===== config.mk =====
export PLATFORM = sky130hd
export DESIGN_NAME = gpi_line_parser
export DESIGN_NICKNAME = d
export VERILOG_FILES = /design/src/gpi_lp_pkg.sv /design/src/gpi_lp_core.sv /design/src/gpi_lp_obuf.sv /design/src/gpi_line_parser.sv
export SDC_FILE = /design/constraint.sdc
export NUM_CORES = 1
export LEC_CHECK = 0
export BUFFER_PORTS_ARGS = -buffer_cell sky130_fd_sc_hd__buf_2
export CAP_MARGIN = 10
export CELL_PAD_IN_SITES_DETAIL_PLACEMENT = 0
export CELL_PAD_IN_SITES_GLOBAL_PLACEMENT = 1
export CORE_UTILIZATION = 30
export DETAILED_ROUTE_END_ITERATION = 6
export PLACE_DENSITY = 0.64
export SYNTH_ARGS = -nofsm -noshare
export SYNTH_HDL_FRONTEND = slang
export SYNTH_HIERARCHICAL = 1
export SYNTH_SLANG_ARGS = --single-unit

===== constraint.sdc =====
create_clock -name i_clk -period 3.2 [get_ports i_clk]
set_input_delay 0.32 -clock i_clk [delete_from_list [all_inputs] [get_ports i_clk]]
set_output_delay 0.32 -clock i_clk [all_outputs]
set_load 0.02 [all_outputs]

===== src/gpi_lp_pkg.sv =====
`timescale 1ns / 1ps

package gpi_lp_pkg;

    // one line byte
    typedef struct packed {
        logic [7:0] text_byte;
        logic       line_last;
    } t_gpi_in;

    // one verdict
    typedef struct packed {
        logic       accepted;
        logic [2:0] channel;
        logic [2:0] pin;
        logic       level;
    } t_gpi_out;

    typedef enum logic [3:0] {
        PH_LEAD   = 4'd0,
        PH_PFX1   = 4'd1,
        PH_PFX2   = 4'd2,
        PH_PFX3   = 4'd3,
        PH_NUMWS  = 4'd4,
        PH_DIGITS = 4'd5,
        PH_SEPWS  = 4'd6,
        PH_PAD    = 4'd7,
        PH_DONE   = 4'd8,
        PH_FAIL   = 4'd9
    } t_phase;

    localparam logic [7:0] CH_NUL   = 8'h00;
    localparam logic [7:0] CH_TAB   = 8'h09;
    localparam logic [7:0] CH_CR    = 8'h0D;
    localparam logic [7:0] CH_SPACE = 8'h20;
    localparam logic [7:0] CH_PLUS  = 8'h2B;
    localparam logic [7:0] CH_MINUS = 8'h2D;
    localparam logic [7:0] CH_ZERO  = 8'h30;
    localparam logic [7:0] CH_NINE  = 8'h39;
    localparam logic [7:0] CH_G     = 8'h47;
    localparam logic [7:0] CH_P     = 8'h50;
    localparam logic [7:0] CH_I     = 8'h49;
    localparam logic [7:0] CH_X     = 8'h78;
    localparam logic [7:0] CH_UP_H  = 8'h48;
    localparam logic [7:0] CH_LO_H  = 8'h68;
    localparam logic [7:0] CH_UP_L  = 8'h4C;
    localparam logic [7:0] CH_LO_L  = 8'h6C;

    function automatic logic is_ws(input logic [7:0] c);
        return (c == CH_SPACE) || ((c >= CH_TAB) && (c <= CH_CR));
    endfunction

    // expected byte in each prefix phase ("GPI " after the G)
    function automatic logic [7:0] prefix_char(input t_phase ph);
        logic [7:0] r;
        r = CH_SPACE;
        unique case (ph)
            PH_PFX1: r = CH_P;
            PH_PFX2: r = CH_I;
            default: r = CH_SPACE;
        endcase
        return r;
    endfunction

endpackage


===== src/gpi_lp_core.sv =====
`timescale 1ns / 1ps

module gpi_lp_core #(
    parameter int MAX_CHANNEL = 4,
    parameter int MAX_PIN     = 5
) (
    input  logic                 i_clk,
    input  logic                 i_rst_n,
    input  logic                 i_take,
    input  gpi_lp_pkg::t_gpi_in  i_data,
    output logic                 o_push,
    output gpi_lp_pkg::t_gpi_out o_result
);

    localparam int NUM_W = $clog2(MAX_CHANNEL + 2);
    localparam int PIN_W = $clog2(MAX_PIN + 2);
    localparam int SUM_W = NUM_W + 4;

    localparam logic [NUM_W-1:0] NUM_SAT = NUM_W'(MAX_CHANNEL + 1);
    localparam logic [NUM_W-1:0] NUM_MAX = NUM_W'(MAX_CHANNEL);
    localparam logic [PIN_W-1:0] PIN_MAX = PIN_W'(MAX_PIN);
    localparam logic [PIN_W-1:0] PIN_ONE = PIN_W'(1);

    gpi_lp_pkg::t_phase r_phase, n_phase;
    logic [NUM_W-1:0]   r_num, n_num;
    logic               r_neg, n_neg;
    logic               r_dig, n_dig;
    logic [PIN_W-1:0]   r_pin, n_pin;
    logic               r_lvl, n_lvl;

    logic [7:0]       c;
    logic             c_ws;
    logic             c_digit;
    logic             do_digits;
    logic             do_sep;
    logic             do_pad;
    logic [SUM_W-1:0] sum;

    assign c       = i_data.text_byte;
    assign c_ws    = gpi_lp_pkg::is_ws(c);
    assign c_digit = (c >= gpi_lp_pkg::CH_ZERO) && (c <= gpi_lp_pkg::CH_NINE);
    // digits sit at 0x30..0x39, so the low nibble is the value
    assign sum     = (SUM_W'(r_num) << 3) + (SUM_W'(r_num) << 1) + SUM_W'(c[3:0]);

    always_comb begin
        n_phase   = r_phase;
        n_num     = r_num;
        n_neg     = r_neg;
        n_dig     = r_dig;
        n_pin     = r_pin;
        n_lvl     = r_lvl;
        do_digits = 1'b0;
        do_sep    = 1'b0;
        do_pad    = 1'b0;

        if ((r_phase == gpi_lp_pkg::PH_DONE) || (r_phase == gpi_lp_pkg::PH_FAIL)) begin
            n_phase = r_phase;
        end else if (c == gpi_lp_pkg::CH_NUL) begin
            n_phase = gpi_lp_pkg::PH_FAIL;
        end else begin
            unique case (r_phase)
                gpi_lp_pkg::PH_LEAD: begin
                    if (!c_ws) begin
                        n_phase = (c == gpi_lp_pkg::CH_G) ? gpi_lp_pkg::PH_PFX1
                                                          : gpi_lp_pkg::PH_FAIL;
                    end
                end
                gpi_lp_pkg::PH_PFX1, gpi_lp_pkg::PH_PFX2, gpi_lp_pkg::PH_PFX3: begin
                    if (c != gpi_lp_pkg::prefix_char(r_phase)) begin
                        n_phase = gpi_lp_pkg::PH_FAIL;
                    end else begin
                        n_phase = gpi_lp_pkg::t_phase'(r_phase + 4'd1);
                    end
                end
                gpi_lp_pkg::PH_NUMWS: begin
                    if (c == gpi_lp_pkg::CH_PLUS || c == gpi_lp_pkg::CH_MINUS) begin
                        n_neg   = (c == gpi_lp_pkg::CH_MINUS);
                        n_phase = gpi_lp_pkg::PH_DIGITS;
                    end else if (!c_ws) begin
                        do_digits = 1'b1;
                    end
                end
                gpi_lp_pkg::PH_DIGITS: do_digits = 1'b1;
                gpi_lp_pkg::PH_SEPWS:  do_sep    = 1'b1;
                gpi_lp_pkg::PH_PAD:    do_pad    = 1'b1;
                default:               n_phase   = gpi_lp_pkg::PH_FAIL;
            endcase

            if (do_digits) begin
                n_phase = gpi_lp_pkg::PH_DIGITS;
                if (c_digit) begin
                    n_num = (sum > SUM_W'(NUM_SAT)) ? NUM_SAT : NUM_W'(sum);
                    n_dig = 1'b1;
                end else if (!r_dig || r_neg || r_num == '0 || r_num > NUM_MAX) begin
                    n_phase = gpi_lp_pkg::PH_FAIL;
                end else begin
                    do_sep = 1'b1;
                end
            end

            if (do_sep) begin
                if (c_ws) begin
                    n_phase = gpi_lp_pkg::PH_SEPWS;
                end else begin
                    do_pad = 1'b1;
                end
            end

            if (do_pad) begin
                n_phase = gpi_lp_pkg::PH_PAD;
                if (c == gpi_lp_pkg::CH_X) begin
                    if (r_pin <= PIN_MAX) begin
                        n_pin = r_pin + PIN_ONE;
                    end
                end else if (r_pin > PIN_MAX) begin
                    n_phase = gpi_lp_pkg::PH_FAIL;
                end else if (c == gpi_lp_pkg::CH_UP_H || c == gpi_lp_pkg::CH_LO_H) begin
                    n_lvl   = 1'b1;
                    n_phase = gpi_lp_pkg::PH_DONE;
                end else if (c == gpi_lp_pkg::CH_UP_L || c == gpi_lp_pkg::CH_LO_L) begin
                    n_lvl   = 1'b0;
                    n_phase = gpi_lp_pkg::PH_DONE;
                end else begin
                    n_phase = gpi_lp_pkg::PH_FAIL;
                end
            end
        end
    end

    // verdict comes from the state after the final byte
    always_comb begin
        o_push   = i_take && i_data.line_last;
        o_result = '0;
        if (n_phase == gpi_lp_pkg::PH_DONE) begin
            o_result.accepted = 1'b1;
            o_result.channel  = 3'(n_num);
            o_result.pin      = 3'(n_pin);
            o_result.level    = n_lvl;
        end
    end

    always_ff @(posedge i_clk) begin
        if (!i_rst_n) begin
            r_phase <= gpi_lp_pkg::PH_LEAD;
            r_num   <= '0;
            r_neg   <= 1'b0;
            r_dig   <= 1'b0;
            r_pin   <= PIN_ONE;
            r_lvl   <= 1'b0;
        end else if (i_take) begin
            if (i_data.line_last) begin
                r_phase <= gpi_lp_pkg::PH_LEAD;
                r_num   <= '0;
                r_neg   <= 1'b0;
                r_dig   <= 1'b0;
                r_pin   <= PIN_ONE;
                r_lvl   <= 1'b0;
            end else begin
                r_phase <= n_phase;
                r_num   <= n_num;
                r_neg   <= n_neg;
                r_dig   <= n_dig;
                r_pin   <= n_pin;
                r_lvl   <= n_lvl;
            end
        end
    end

    a_line_restart: assert property (@(posedge i_clk) disable iff (!i_rst_n)
        (i_take && i_data.line_last) |=> (r_phase == gpi_lp_pkg::PH_LEAD && r_pin == PIN_ONE
                                          && r_num == '0 && !r_dig))
        else $error("parser state not cleared after final byte");

    a_accept_range: assert property (@(posedge i_clk) disable iff (!i_rst_n)
        (o_push && o_result.accepted) |-> (o_result.channel != 3'd0 && o_result.pin != 3'd0))
        else $error("accepted verdict with zero channel or pin");

    a_reject_zero: assert property (@(posedge i_clk) disable iff (!i_rst_n)
        (o_push && !o_result.accepted) |-> (o_result.channel == 3'd0 && o_result.pin == 3'd0
                                            && !o_result.level))
        else $error("rejected verdict carries nonzero fields");

    a_pin_sat: assert property (@(posedge i_clk) disable iff (!i_rst_n)
        (r_pin >= PIN_ONE) && (r_pin <= PIN_MAX + PIN_ONE))
        else $error("pin counter outside its saturating range");

endmodule


===== src/gpi_lp_obuf.sv =====
`timescale 1ns / 1ps

module gpi_lp_obuf (
    input  logic                 i_clk,
    input  logic                 i_rst_n,
    input  logic                 i_push,
    input  gpi_lp_pkg::t_gpi_out i_data,
    output logic                 o_room,
    output logic                 o_valid,
    output gpi_lp_pkg::t_gpi_out o_data,
    input  logic                 i_ready
);

    logic                 r_main_valid;
    logic                 r_skid_valid;
    gpi_lp_pkg::t_gpi_out r_main;
    gpi_lp_pkg::t_gpi_out r_skid;
    logic                 pop;

    assign pop     = r_main_valid && i_ready;
    assign o_room  = !r_skid_valid;
    assign o_valid = r_main_valid;
    assign o_data  = r_main;

    always_ff @(posedge i_clk) begin
        if (!i_rst_n) begin
            r_main_valid <= 1'b0;
            r_skid_valid <= 1'b0;
        end else if (r_skid_valid) begin
            if (pop) begin
                r_skid_valid <= 1'b0;
            end
        end else if (i_push) begin
            if (r_main_valid && !pop) begin
                r_skid_valid <= 1'b1;
            end else begin
                r_main_valid <= 1'b1;
            end
        end else if (pop) begin
            r_main_valid <= 1'b0;
        end
    end

    // payload moves without reset
    always_ff @(posedge i_clk) begin
        if (r_skid_valid) begin
            if (pop) begin
                r_main <= r_skid;
            end
        end else if (i_push) begin
            if (r_main_valid && !pop) begin
                r_skid <= i_data;
            end else begin
                r_main <= i_data;
            end
        end
    end

endmodule


===== src/gpi_line_parser.sv =====
`timescale 1ns / 1ps

// Parses general-purpose-input report lines ("GPI <channel> x..x<H|L>") one byte
// per cycle: a byte is taken every clock while the output side keeps up, and the
// verdict for a line is registered into the main or skid entry of the output
// buffer as its final byte is transferred. The per-byte parse is a single pass
// of logic on the parser state registers; a two-entry output buffer holds up to
// two verdicts, so input keeps flowing while one verdict waits and stalls only
// while both entries are full, until the older verdict is taken.
module gpi_line_parser #(
    parameter int MAX_CHANNEL = 4,
    parameter int MAX_PIN     = 5
) (
    input  logic                 i_clk,
    input  logic                 i_rst_n,
    input  logic                 i_in_valid,
    output logic                 o_in_ready,
    input  gpi_lp_pkg::t_gpi_in  i_in_data,
    output logic                 o_out_valid,
    input  logic                 i_out_ready,
    output gpi_lp_pkg::t_gpi_out o_out_data
);

    logic                 take;
    logic                 push;
    logic                 room;
    gpi_lp_pkg::t_gpi_out result;

    assign o_in_ready = room;
    assign take       = i_in_valid && room;

    gpi_lp_core #(
        .MAX_CHANNEL(MAX_CHANNEL),
        .MAX_PIN    (MAX_PIN)
    ) u_core (
        .i_clk   (i_clk),
        .i_rst_n (i_rst_n),
        .i_take  (take),
        .i_data  (i_in_data),
        .o_push  (push),
        .o_result(result)
    );

    gpi_lp_obuf u_obuf (
        .i_clk  (i_clk),
        .i_rst_n(i_rst_n),
        .i_push (push),
        .i_data (result),
        .o_room (room),
        .o_valid(o_out_valid),
        .o_data (o_out_data),
        .i_ready(i_out_ready)
    );

endmodule


# ---- Word level (Yosys, flattened, before mapping)
# Cells that the tools add are included.
dict set report word_totals {
  n_memories 0
  word_cells 167
  ff_bits 31
  mem_bits_rw 0
  input_bits 13
  latch_bits 0
  rom_bits 0
  out_inout_bits 10
}
dict set report op_classes {
  muxes 80
  bitwise_logic 1
  n_div 0
  magnitude_cmp 8
  n_eq_ne 25
  n_addsub 4
  mul 0
  n_shift 0
  n_reduce_logical 33
}
# operator n
set ops {}
lappend ops {{$mux 4} 16}
lappend ops {{$mux 8} 8}
lappend ops {{$eq 8x7->1 const B} 6}
lappend ops {{$mux 1} 41}
lappend ops {{$mux 3} 12}
lappend ops {{$eq 8x6->1 const B} 3}
lappend ops {{$eq 4x3->1 const B} 4}
lappend ops {{$pmux 4 s4} 1}
lappend ops {{$pmux 7 s2} 1}
lappend ops {{$eq 4x4->1 const B} 3}
lappend ops {{$reduce_bool 2->1} 6}
lappend ops {{$reduce_and 5->1} 2}
lappend ops {{$reduce_and 3->1} 3}
lappend ops {{$eq 4x2->1 const B} 2}
lappend ops {{$ge 8x4->1 const B} 1}
lappend ops {{$ge 8x6->1 const B} 1}
lappend ops {{$le 8x4->1 const B} 1}
lappend ops {{$le 8x6->1 const B} 1}
lappend ops {{$logic_not 8->1} 1}
lappend ops {{$logic_or 1x1->1} 8}
lappend ops {{$ne 2x2->1 const B} 4}
lappend ops {{$ne 8x8->1} 1}
lappend ops {{$add 6x4->7} 1}
lappend ops {{$add 7x4->7} 1}
lappend ops {{14 further kinds} 23}

# ---- Logic depth before layout (Yosys ltp)
dict set report logic_depth {
  word_depth 22
  ltp_mapped 12
  mapped_depth_nobuf 11
}

# ---- Modules after synthesis
# The synthesis kept the hierarchy.
# mod instances seq_area_each_um2 cells_per_inst area_each_um2
set modules_own_cells {}
lappend modules_own_cells {gpi_lp_core 1 260.2 233 1716.6}
lappend modules_own_cells {gpi_lp_obuf 1 520.5 39 694.4}
lappend modules_own_cells {gpi_line_parser 1 0.0 1 6.3}

# ---- Least setup slack after synthesis
# No wires, ideal clock.
dict set report synth_timing {
  path_kind {input port to flip-flop}
  start {input i_in_data[4] (netlist name)}
  end {register u_obuf.r_main, in the netlist u_obuf/o_data[4], data pin}
  setup_slack_ns 0.045
  t_arrival_ns 2.895
  setup_ns 0.260
  required_ns 2.940
  path_buffers 1
  path_stages 10
  cell_sequence {clkbuf_1 -> inv_1 -> fa_1 -> fa_1 -> a2111oi_0 -> a21oi_1 -> or3_1 -> a21oi_1 -> nor4b_2 -> mux2_2}
}
# item line
set synth_rtl {}
lappend synth_rtl {{from (decl)} gpi_line_parser.sv:18} ;# input gpi_lp_pkg::t_gpi_in i_in_data,
lappend synth_rtl {{to (signal assigned)} gpi_lp_obuf.sv:48} ;# r_main <= r_skid;
lappend synth_rtl {{to (signal assigned)} gpi_lp_obuf.sv:54} ;# r_main <= i_data;
lappend synth_rtl {{to (decl)} gpi_lp_obuf.sv:16} ;# gpi_lp_pkg::t_gpi_out r_main;

==> impl_metrics.tcl <==
set metrics [dict create \
    status "complete, no violations" \
    hold_viol 0 \
    cp_slowest_cell "fa_1" \
    grt_max_degree 18 \
    start_util_pct 31.1 \
    yosys.area.top_type_share_pct 19.9 \
    synth_edf_count 16 \
    diodes 0 \
    criticalPathCategory "register to register" \
    worstRegToRegCells 9 \
    crit_path_end_kind "register" \
    post_drt_wl_per_cell_um 14.8 \
    dr.first_iter.drc_count 121 \
    setup_tns_ns 0 \
    layout-drive-gt1-share_pct 24.5 \
    syn_to_final_growth_pct 17.2 \
    dr.pass1.iters 4 \
    cap_violations 0 \
    finalClockSkew_ns 0.00805 \
    cp_cell_sequence "inv_1 -> fa_1 -> fa_1 -> a2111oi_2 -> a21oi_1 -> or3_1 -> a21oi_1 -> nor4b_2 -> mux2_2" \
    p_per_area_nw_per_um2 348 \
    pre_cts_ws_ns 0.0539 \
    synth.cell_area_um2 2420 \
    boundaryPins 23 \
    ant_nets 0 \
    dieArea_um2 8420 \
    p_leak_nw 1.09 \
    clock_latency_ns 0.28 \
    grt_overflow_total 0 \
    min_delay_path_depth 2 \
    grt_pass1_vias 2086 \
    worst_pin_slew_ns 0.543 \
    clockBufferDepth 2 \
    yosysSeqAreaShare_pct 32.3 \
    holdWs_ns 0.251 \
    ys.warnings.count 6 \
    ys_ff_latch 31 \
    hold_class "input port to register" \
    cts_root_buf "clkbuf_8" \
    rsz0062_at_grt "no" \
    period_share_pct 95.6 \
    timing.rr.end "u_obuf/o_data[6]" \
    drv_slew 0 \
    layout.nets 331 \
    netlist_top_cells_area "edfxtp_1 20%, dfxtp_1 12%, ha_1 5.7%" \
    row_count 32 \
    drc_errors 0 \
    hold_end "u_obuf/r_skid_valid" \
    die_h_um 91.8 \
    min_from "i_out_ready" \
    antenna_found_initial 0 \
    rrSetupSlack_ns 0.14 \
    num_vias 2135 \
    startpoint_type "register" \
    globalRouteTotalUtil_pct 15.3 \
    routabilityCongestion 0.877 \
    cts_max_level 2 \
    cts_hold_buf 0 \
    fp.dieW_um 91.8 \
    maxSlewHeadroom_pct 63.3 \
    synth_cell_type_count 66 \
    crit_required_ns 3.24 \
    critPathMaxStageDelay_ns 0.49 \
    r2r_start "u_core/r_num[2]" \
    crit_arrival_ns 3.09 \
    critPathMaxFanout 5 \
    io_buffers 22 \
    hpwl_um 4550 \
    ir_drop_mv 0.158 \
    vias_per_cell 5.23 \
    fmax_ghz 0.327 \
    synth-main-ff-cell "edfxtp_1" \
    async_flop_share_pct 0 \
    routed_wl_um 6050 \
    core_area_um2 7770 \
    setup_ws_ns 0.142 \
    grt_pass1_wl_um 10200 \
    syn-instance-count 273 \
    avgSynthCellArea_um2 8.85 \
    cts_tree "done" \
    synth.largest_area_cell "edfxtp_1" \
    finalCriticalPeriod_ns 3.06 \
    synth_fp_nets 299 \
    clkSinkCount 31 \
    numCtsBuffers 5 \
    clk_pin_slew_worst_paths_ns 0.07 \
    setup_viol 0 \
]
==> where the power goes <==
group	total (W)	internal [W]	switching [W]	leakage, nW
clock network	0.000371	0.000228	0.000144	0.0556
logic	0.000178	0.0000700	0.000108	0.765
registers	0.000437	0.000429	0.00000808	0.264
total	0.000987	0.000727	0.000260	1.09
==> cell usage in the layout, fill, tap and decap left out, types with 3 or more instances in the layout <==
master	netlist	layout
nand4_1	6	6
nor3_1	9	9
a211oi_1	3	3
a21oi_1	16	16
o21ai_0	12	12
xor2_1	3	3
a21o_1	3	3
edfxtp_1	16	16
nand3_1	6	6
nor4_1	3	3
nor4b_2	3	3
or3_1	3	3
nor2_1	16	16
mux2_2	8	8
nor2b_1	9	9
inv_1	25	25
buf_2	1	22
clkbuf_8	0	5
buf_4	0	12
mux2i_1	4	4
and2_1	4	4
a32oi_1	4	4
ha_1	11	11
nand2_1	26	26
or2_2	4	4
o211ai_1	4	4
dfxtp_1	15	14
==> cells in the mapped netlist (all sizes together), types with 3 or more instances <==
library cell	instances
a32oi	5
inv	25
mux2	8
dfxtp	15
o211ai	5
a211oi	3
and2	4
nor2	16
nor3	9
buf	3
nand4	6
mux2i	4
edfxtp	16
clkbuf	7
a21o	3
o21ai	14
nand3	6
a31oi	3
xor2	3
or2	5
nand2	27
or3	4
nor4b	5
a21oi	17
ha	11
nor2b	9
nor4	3
==> worst max-delay path: cells and delay by family (launching register included) <==
kind / cells / cell delay, ns
buffers and inverters: 1 / 0.09
adders and majority gates: 2 / 0.96
DFF: 1 / 0.40
and+or+nand+nor: 2 / 0.43
muxes: 1 / 0.26
AOI/OAI and AO/OA: 3 / 0.68
==> stage by stage <==
| stage | power, W | util, % | cells | area (µm²) |
|---|---|---|---|---|
| 3_3_place_gp | 0.000624 | 35.0 | 400 | 2720 |
| 5_1_grt | 0.00104 | 36.5 | 408 | 2830 |
| 2_1_floorplan | 0.000559 | - | 273 | 2420 |
| 6_report | 0.000987 | 36.5 | 408 | 2830 |
| 4_1_cts | 0.000998 | 36.4 | 408 | 2830 |
| 3_5_place_dp | 0.000623 | 35.0 | 400 | 2720 |
==> how the worst max path moves through the flow <==
stage	end	from	depth (start not counted)
2_1_floorplan	u_obuf/o_data[4]	i_in_data[4]	10
3_3_place_gp	u_obuf/o_data[6]	i_in_data[4]	10
3_5_place_dp	u_obuf/o_data[6]	i_in_data[4]	10
4_1_cts	u_obuf/o_data[6]	u_core/r_num[0]	9
5_1_grt	u_obuf/o_data[2]	u_core/r_phase[0]	10
6_report	u_obuf/o_data[6]	u_core/r_num[2]	9
==> sequential cells by signal, indices dropped and copies added (netlist names) <==
| name | flops |
|---|---|
| u_core/r_dig | 1 |
| u_obuf/r_skid_valid | 1 |
| u_core/r_neg | 1 |
| u_obuf/r_skid | 8 |
| u_core/r_phase | 4 |
| u_obuf/o_valid | 1 |
| u_obuf/o_data | 8 |
| u_core/r_pin | 3 |
| u_core/r_num | 3 |
| u_core/r_lvl | 1 |
==> per-layer routing <==
layer / global-route usage, % / wire [µm]
met1: 19.3 / 2790
met2: 25.6 / 3000
met3: 3.15 / 189
met4: 5.73 / 78
met5: 0 / 0
==> final cells by class <==
type                    count  area (µm²)
clock buffers               5        68.8
clock inverters             3        38.8
fillers                   825        4930
inverters                  25        93.8
multi-input cells         207        1500
flip-flops and latches     31         782
well taps                 102         128
repair buffers             35         220
==> logic make-up after synthesis <==
logic type,share of synthesized area (%)
flip-flops,32.3
buffers and inverters,5.80
AND/OR/NAND/NOR,27.7
XOR/XNOR,1.09
adder cells (fa/ha/maj),7.35
AO/OA/AOI/OAI,20.3
multiplexers,5.38
==> what timing repair did <==
item | in CTS | in global routing
buffers inserted | 0 | 0
resized for setup | 0 | 3
setup endpoints to repair | 0 | 2
(Power assumes the default switching activity.)
